`config.mk`:
```
export PLATFORM = sky130hd
export DESIGN_NAME = hvt_div_cell
export DESIGN_NICKNAME = d
export VERILOG_FILES = /design/src/rtl/core/hvt_pkg.sv /design/src/rtl/core/hvt_div_cell.sv
export SDC_FILE = /design/constraint.sdc
export NUM_CORES = 1
export LEC_CHECK = 0
export BUFFER_PORTS_ARGS = -buffer_cell sky130_fd_sc_hd__buf_4
export CORE_ASPECT_RATIO = 1.5
export CORE_MARGIN = 4
export CORE_UTILIZATION = 45
export CTS_CLUSTER_SIZE = 28
export DETAILED_ROUTE_END_ITERATION = 10
export PLACE_DENSITY = 0.87
export SLEW_MARGIN = 20
export SYNTH_ARGS = -nofsm -noshare
export SYNTH_HDL_FRONTEND = slang
export SYNTH_SLANG_ARGS = --single-unit
```
`constraint.sdc`:
```
create_clock -name clk -period 1.22 [get_ports clk]
set_input_delay 0.061 -clock clk [delete_from_list [all_inputs] [get_ports clk]]
set_output_delay 0.061 -clock clk [all_outputs]
set_load 0.02 [all_outputs]
```
`src/rtl/core/hvt_pkg.sv`:
```
`default_nettype none
package hvt_pkg;

	// pi/2 in Q1.30, ln2 and 2*ln2/pi in Q0.28
	localparam logic [30:0] PIH_Q30 = 31'd1686629713;
	localparam logic [27:0] LN2_Q28 = 28'd186065279;
	localparam logic [27:0] SEC_Q28 = 28'd118452836;
	localparam logic [30:0] Q30_ONE = 31'h4000_0000;

	localparam int HORNER_STEPS  = 7;
	localparam int DIV_BITS      = 31;
	localparam int LOG_FRAC_BITS = 28;
	localparam int OUT_FRAC_BITS = 24;
	localparam int SCALE_SHIFT   = 56 - OUT_FRAC_BITS;

	// sideband through the angle, series and divider stages
	typedef struct packed {
		logic        vld;
		logic        flip;
		logic [4:0]  e;
		logic [30:0] my;
	} tag_t;

	// sideband through the log stages
	typedef struct packed {
		logic              vld;
		logic              flip;
		logic signed [6:0] ex;
	} lg_tag_t;

endpackage
`default_nettype wire

```
`src/rtl/core/hvt_div_cell.sv`:
```
`default_nettype none
module hvt_div_cell
	import hvt_pkg::*;
(
	input  wire logic        clk,
	input  wire logic        arst_n,
	input  wire logic        en,
	input  wire tag_t        tag_in,
	input  wire logic        fill,
	input  wire logic [30:0] rem_in,
	input  wire logic [30:0] quo_in,
	input  wire logic [30:0] dvs_in,
	output tag_t             tag_out,
	output logic [30:0]      rem_out,
	output logic [30:0]      quo_out,
	output logic [30:0]      dvs_out
);

	logic [31:0] trial;
	logic [31:0] diff;
	logic        ge;

	// one restoring step: shift in a dividend bit, subtract if it fits
	assign trial = {rem_in, fill};
	assign ge    = trial >= {1'b0, dvs_in};
	assign diff  = trial - {1'b0, dvs_in};

	always_ff @(posedge clk or negedge arst_n) begin
		if (!arst_n) begin
			tag_out <= '0;
		end else if (en) begin
			tag_out <= tag_in;
		end
	end

	always_ff @(posedge clk) begin
		if (en) begin
			rem_out <= ge ? diff[30:0] : trial[30:0];
			quo_out <= {quo_in[29:0], ge};
			dvs_out <= dvs_in;
		end
	end

endmodule
`default_nettype wire

```
==> flow_summary_export.csv, run 1 <==
group,metric,value,unit
detailed_routing,drc,0,
clock_tree,clockBufferDepth,2,
pwr,p_leak,0.005246,uW
sta,relSlewSlack,66.83,%
cells_and_area,post-route-util,83.18,%
detailed_routing,drtPass1Iterations,6,
synth,synth_edf_count,93,
synth,synth_area_leaders,"edfxtp_1 (43%), dfrtp_1 (15%), mux2_2 (6.8%)",
sta,finalSetupTns,-22.03,ns
die,die_height,154.4,um
synth,synth-seq-cells,131,
die,core-area,13990,um2
setup_path,worstSetupStartpointType,"input pin",
global_route,gr-usage-met2,58.58,%
die,ios,266,
die,core.rowCount,53,
status,outcome,"complete, but fails checks",
sta,rsz0062_at_grt,"true",
clock_tree,ctsHtreeMaxLevel,4,
sta,fin_crit,2.183,ns
synth,yosysTopAreaCell,"edfxtp_1",
clock_tree,clk_latency,0.44,ns
global_route,grt.busiest_layer,"met2",
detailed_routing,drtIter0Drc,777,
placement,gp_congestion,0.9213,
detailed_routing,totalWireLength,28880,um
placement,port_buffers,264,
synth,async_flop_share,29.01,%
setup_path,critical_path_arrival,2.34,ns
global_route,grt_use_total,32.16,%
detailed_routing,wl_per_cell,23.67,um
sta,maxSlewViolCount,0,
setup_path,cpPeakStageDelay,0.29,ns
setup_path,crit_chain,"buf_4, inv_1, ha_4, a21o_1, a21o_1, a21oi_2, nand3_2, a41o_1, a21oi_1, xor2_1, o21ai_0",
synth,syn_avg_cell_area,12.41,um2
synth,synthCells,518,
status,violations,"setup timing",
sta,tightest_slew,0.4976,ns
cells_and_area,areaGrowthSynthToFinish,81.11,%
placement,detailed_place_hpwl,14950,um
sta,post-route-period-util,178.9,%
global_route,grt_max_degree,40,
cells_and_area,final_nets,1182,
flow_run,drv_cap,0,
cells_and_area,drive_above_1_share,50.19,%
setup_path,endpoint_kind,"flop",
clock_tree,clk_pin_slew,0.06,ns
global_route,grt_first_pass_wirelength,40350,um
synth,synth_most_common_cell,"edfxtp_1",
sta,setup_slack,-0.9627,ns
global_route,antenna_found_initial,0,
setup_path,critPathMostFrequentCell,"a21o_1",
global_route,grt_pass1_vias,7374,
global_route,met3_usage,9.562,%
setup_path,cp.required,1.38,ns
die,die_w,105.6,um
clock_tree,cts_tree,"done",
clock_tree,cts_num_sinks,131,
die,die_area,16300,um2
synth,synth_nets,685,
synth,yosysSeqAreaShare,58.26,%
synth,synth_warnings,0,
sta,fmax,458.2,MHz
global_route,grt_use_met1,32.31,%
synth,synth_commonest_cells,"edfxtp_1 (93), nand2_1 (48), mux2_2 (39), o21ai_0 (39), dfrtp_1 (38)",
detailed_routing,ant_nets,0,
synth,syn_area,6426,um2
cells_and_area,diodes,0,
synth,synth_ff_type,"edfxtp_1",
sta,whs,0.03067,ns
sta,skew,0,ns
cells_and_area,fillers,632,
pwr,ir_worst_vdd,1.035,mV
pwr,p_per_area,1343,nW/um2
clock_tree,root_buffer,"clkbuf_16",
detailed_routing,routed_via_density,5.688,
setup_path,crit_type,"in2reg",
min_path,min_path_type,"in2reg",
synth,yosysUniqueCellTypes,55,
setup_path,path_buf_inv,2,
setup_path,crit_family,"compound AO/OA/AOI/OAI gates",
clock_tree,cts_buffers,17,
synth,synth_top_area_share,43.46,%
setup_path,cp_slowest_cell,"a41o_1",
sta,setup_viol,32,
detailed_routing,vias,6939,
setup_path,path_max_fanout,7,
die,start_util,45.93,%
global_route,grt_overflow,0,
sta,hold_viol,0,
## layout by cell type (no fill, tap or decap), types with 11 or more instances in the layout
cell type	n
xnor2_1	18
a21o_1	18
o21ai_1	19
ha_1	19
dfrtp_1	38
nor2_1	11
inv_1	28
buf_4	364
dlygate4sd3_1	129
clkbuf_16	18
a21oi_1	21
o21ai_0	21
ha_4	12
mux2_2	38
nand2_1	38
a21oi_2	13
edfxtp_1	93
## layer usage
metal	part of all wire [%]	vias to the layer above
met4	6.9	0
met2	50	547
met5	0	-
li1	-	2883
met1	33	3328
met3	9.5	181
## cell families (layout without fill, tap and decap cells)
logic type	Yosys count	in the layout	share of synthesized area [%]
AOI/OAI and AO/OA	128	128	12.95
xor gates and xnor gates	27	27	3.680
adders and majority gates	32	32	6.347
buffers and inverters	59	569	4.283
DFF	131	131	58.26
muxes	40	40	7.068
and+or+nand+nor	101	101	7.418
## report_power, final
group / internal (uW) / switching [uW] / total, uW / leakage (uW)
combinational: 2260 / 2400 / 4660 / 0.00361
clock: 3000 / 2400 / 5410 / 0.000285
sequential: 5340 / 231 / 5570 / 0.00135
## metrics by stage
| step | cell area (um2) | setup WS (ns) | power [uW] | instances |
|---|---|---|---|---|
| floorplan | 6464 | -1.087 | 7400 | 518 |
| global placement | 9324 | -1.229 | 9210 | 1045 |
| detailed placement | 9324 | -1.335 | 9309 | 1045 |
| CTS | 11370 | -0.7079 | 14890 | 1211 |
| global route | 11640 | -0.9494 | 16030 | 1220 |
| finish | 11640 | -0.9627 | 15630 | 1220 |
## what timing repair did
action,CTS,global route
pin swaps,19,22
hold endpoints to repair,169,0
resized for setup,41,48
hold buffers,129,0
endpoints found under the setup margin,32,32
buffers inserted,6,10
## final timing paths
| check | startpoint | end | slack, ns | cells after the start |
|---|---|---|---|---|
| setup / recovery | dvs_in[12] | rem_out[19]$_DFFE_PP_ | -0.96 | 11 |
| hold / removal | rem_in[27] | rem_out[28]$_DFFE_PP_ | 0.03 | 4 |
| setup reg to reg | tag_out[8]$_DFFE_PN0P_ | tag_out[8]$_DFFE_PN0P_ | 0.41 | 1 |
| hold reg to reg | tag_out[23]$_DFFE_PN0P_ | tag_out[23]$_DFFE_PN0P_ | 0.51 | 1 |
| max in group asynchronous | arst_n | tag_out[25]$_DFFE_PN0P_ | 0.69 | 2 |
| min in group asynchronous | arst_n | tag_out[0]$_DFFE_PN0P_ | 0.16 | 2 |
## registers in the layout (all words and copies together) (netlist names)
register  cells
tag_out      38
quo_out      31
dvs_out      31
rem_out      31
## area by class of cell
class / count / area (um2) / share of cell area [%]
inverter: 34 / 137.6 / 1.183
timing repair buffer: 503 / 4184 / 35.95
clock buffer: 19 / 454.2 / 3.902
tap: 192 / 240.2 / 2.064
sequential: 131 / 3744 / 32.17
clock inverter: 13 / 137.6 / 1.183
multi-input combinational: 328 / 2741 / 23.55
No activity file was read; power rests on OpenSTA's default activity.
==> inputs of run 2 (changes only) <==
CORE_ASPECT_RATIO = default   (was 1.5)
SETUP_SLACK_MARGIN = 0.05   (was default)
clock period = 2.75 ns   (was 1.22 ns; I/O delays follow)
==> flow_summary_export.csv, run 2 (synthesis gave the netlist of run 1 again) <==
group,metric,value,unit
status,outcome,"finished clean",
setup_path,path_buf_inv,4,
placement,port_buffers,264,
clock_tree,ctsHtreeMaxLevel,4,
setup_path,cp.required,2.91,ns
die,start_util,46.12,%
cells_and_area,final_cell_mix,"buf_4 (274), dlygate4sd3_1 (100), edfxtp_1 (93)",
cells_and_area,areaGrowthSynthToFinish,60.46,%
setup_path,critical_path_arrival,2.80,ns
cells_and_area,largest-register,"tag_out",
setup_path,cpPeakStageDelay,0.54,ns
detailed_routing,totalWireLength,21510,um
sta,fmax,379.4,MHz
min_path,hp-start,"rem_in[15]",
sta,rsz0062_at_grt,"true",
detailed_routing,drtIter0Drc,242,
die,core-area,13930,um2
flow_run,drv_cap,0,
pwr,p_per_area,607.1,nW/um2
min_path,min_path_type,"in2reg",
setup_path,critPathMostFrequentCell,"buf_4",
sta,fin_crit,2.636,ns
sta,tightest_slew,0.6410,ns
pwr,p_leak,0.004614,uW
placement,placed_area,8591,um2
setup_path,crit_family,"buffers and inverters",
clock_tree,root_buffer,"clkbuf_16",
cells_and_area,largest_reg_flops,38,
detailed_routing,vias,5627,
setup_path,path_max_fanout,6,
pwr,p_total,6260,uW
die,die_area,16260,um2
global_route,grt_first_pass_wirelength,31790,um
global_route,grt_overflow,0,
clock_tree,clk_pin_slew,0.06,ns
cells_and_area,drive_above_1_share,42.54,%
die,core.rowCount,43,
placement,gp_congestion,0.8522,
clock_tree,clockBufferDepth,2,
detailed_routing,routed_via_density,5.186,
sta,setup_viol,0,
sta,skew,0,ns
sta,post-route-period-util,95.84,%
clock_tree,clk_latency,0.40,ns
detailed_routing,drtPass1Iterations,4,
cells_and_area,final_nets,1059,
sta,hold_viol,0,
detailed_routing,drc,0,
clock_tree,cts_buffers,17,
sta,maxSlewViolCount,0,
setup_path,regToRegEndpoint,"tag_out[12]$_DFFE_PN0P_",
cells_and_area,diodes,0,
detailed_routing,wl_per_cell,19.82,um
setup_path,crit_chain,"dlygate4sd3_1, buf_4, inv_1, ha_2, buf_4, nand4_1, nor2_1, a21oi_1, a311oi_2, nor3b_1, o31ai_2, xnor2_1, o21ai_1",
clock_tree,cts_tree,"done",
setup_path,r2r_setup_slack,1.91,ns
die,ios,266,
setup_path,worstSetupStartpointType,"input pin",
clock_tree,cts_num_sinks,131,
pwr,ir_worst_vdd,0.3793,mV
global_route,antenna_found_initial,0,
cells_and_area,layout_commonest_cell,"buf_4",
setup_path,cp_slowest_cell,"dlygate4sd3_1",
setup_path,crit_type,"in2reg",
setup_path,r2r-start,"tag_out[12]$_DFFE_PN0P_",
setup_path,reg2reg_depth,1,
setup_path,endpoint_kind,"flop",
global_route,grt_pass1_vias,5783,
global_route,grt_use_total,25.82,%
placement,detailed_place_hpwl,13620,um
min_path,holdPathEnd,"rem_out[16]$_DFFE_PP_",
die,die_height,127.5,um
global_route,grt_max_degree,68,
min_path,worst_hold_path.num_cells,3,
die,die_w,127.5,um
sta,relSlewSlack,57.26,%
cells_and_area,final_cell_area,10310,um2
cells_and_area,fillers,857,
sta,finalSetupTns,0,ns
detailed_routing,ant_nets,0,
[run 2: cell types whose count changed in the layout (fill, tap and decap cells not counted), sizes merged]
cell and delta:
clkinvlp -2, clkinv +3, bufinv -1, clkbuf +2
buf -96, dlygate4sd3 -29
[run 2: cell type report]
| cell class | instances | area [um2] | share of cell area [%] |
|---|---|---|---|
| clock buffers | 19 | 464.2 | 4.502 |
| clock inverters | 13 | 95.09 | 0.9222 |
| inverters | 34 | 127.6 | 1.238 |
| multi-input cells | 328 | 2485 | 24.10 |
| flip-flops and latches | 131 | 3744 | 36.31 |
| well taps | 180 | 225.2 | 2.184 |
| repair buffers | 380 | 3171 | 30.75 |
[run 2: worst max-delay path by stage]
stage	cells past startpoint	to	slack, ns	start
3_3_place_gp	12	rem_out[25]$_DFFE_PP_	0.10	fill
3_5_place_dp	12	rem_out[28]$_DFFE_PP_	0.06	fill
5_1_grt	13	rem_out[23]$_DFFE_PP_	0.006	dvs_in[13]
6_report	13	rem_out[27]$_DFFE_PP_	0.11	dvs_in[13]
2_1_floorplan	12	rem_out[25]$_DFFE_PP_	0.30	fill
4_1_cts	11	rem_out[28]$_DFFE_PP_	0.09	dvs_in[1]
[run 2: report_power, final]
group	total, uW	switching [uW]	internal (uW)
Clock	2140	893	1240
Sequential	2450	86.9	2370
Combinational	1670	878	792
[run 2: metal layers]
layer / GRT usage (%) / routed length [um] / part of all wire [%] / up-vias
met3: 7.818 / 1698 / 7.9 / 42
met4: 11.17 / 862 / 4.0 / 0
met2: 46.55 / 11300 / 53 / 244
met1: 27.92 / 7651 / 36 / 2700
met5: 0 / 0 / 0 / -
li1: - / - / - / 2641
[run 2: metrics by stage]
step / util [%] / cells / worst slack (ns) / hold WS [ns]
after floorplan: - / 518 / 0.2961 / -0.1581
after global placement: 61.65 / 947 / 0.1004 / 0.1310
after detailed placement: 61.65 / 947 / 0.05791 / 0.1261
after CTS: 72.85 / 1079 / 0.08512 / 0.0005488
after global routing: 74.00 / 1085 / 0.005822 / 0.01475
final: 74.00 / 1085 / 0.1145 / 0.02047
[run 2: what timing repair did]
action,in CTS,in global routing
gates resized for setup,0,24
setup buffers,0,4
setup endpoints to repair,0,24
endpoints found under the hold margin,137,0
hold buffers,100,0
[run 2: tightest hold or removal path, stage by stage]
cell,delay (ns)
buf_4,0.09
nand2_1,0.04
o21ai_0,0.05
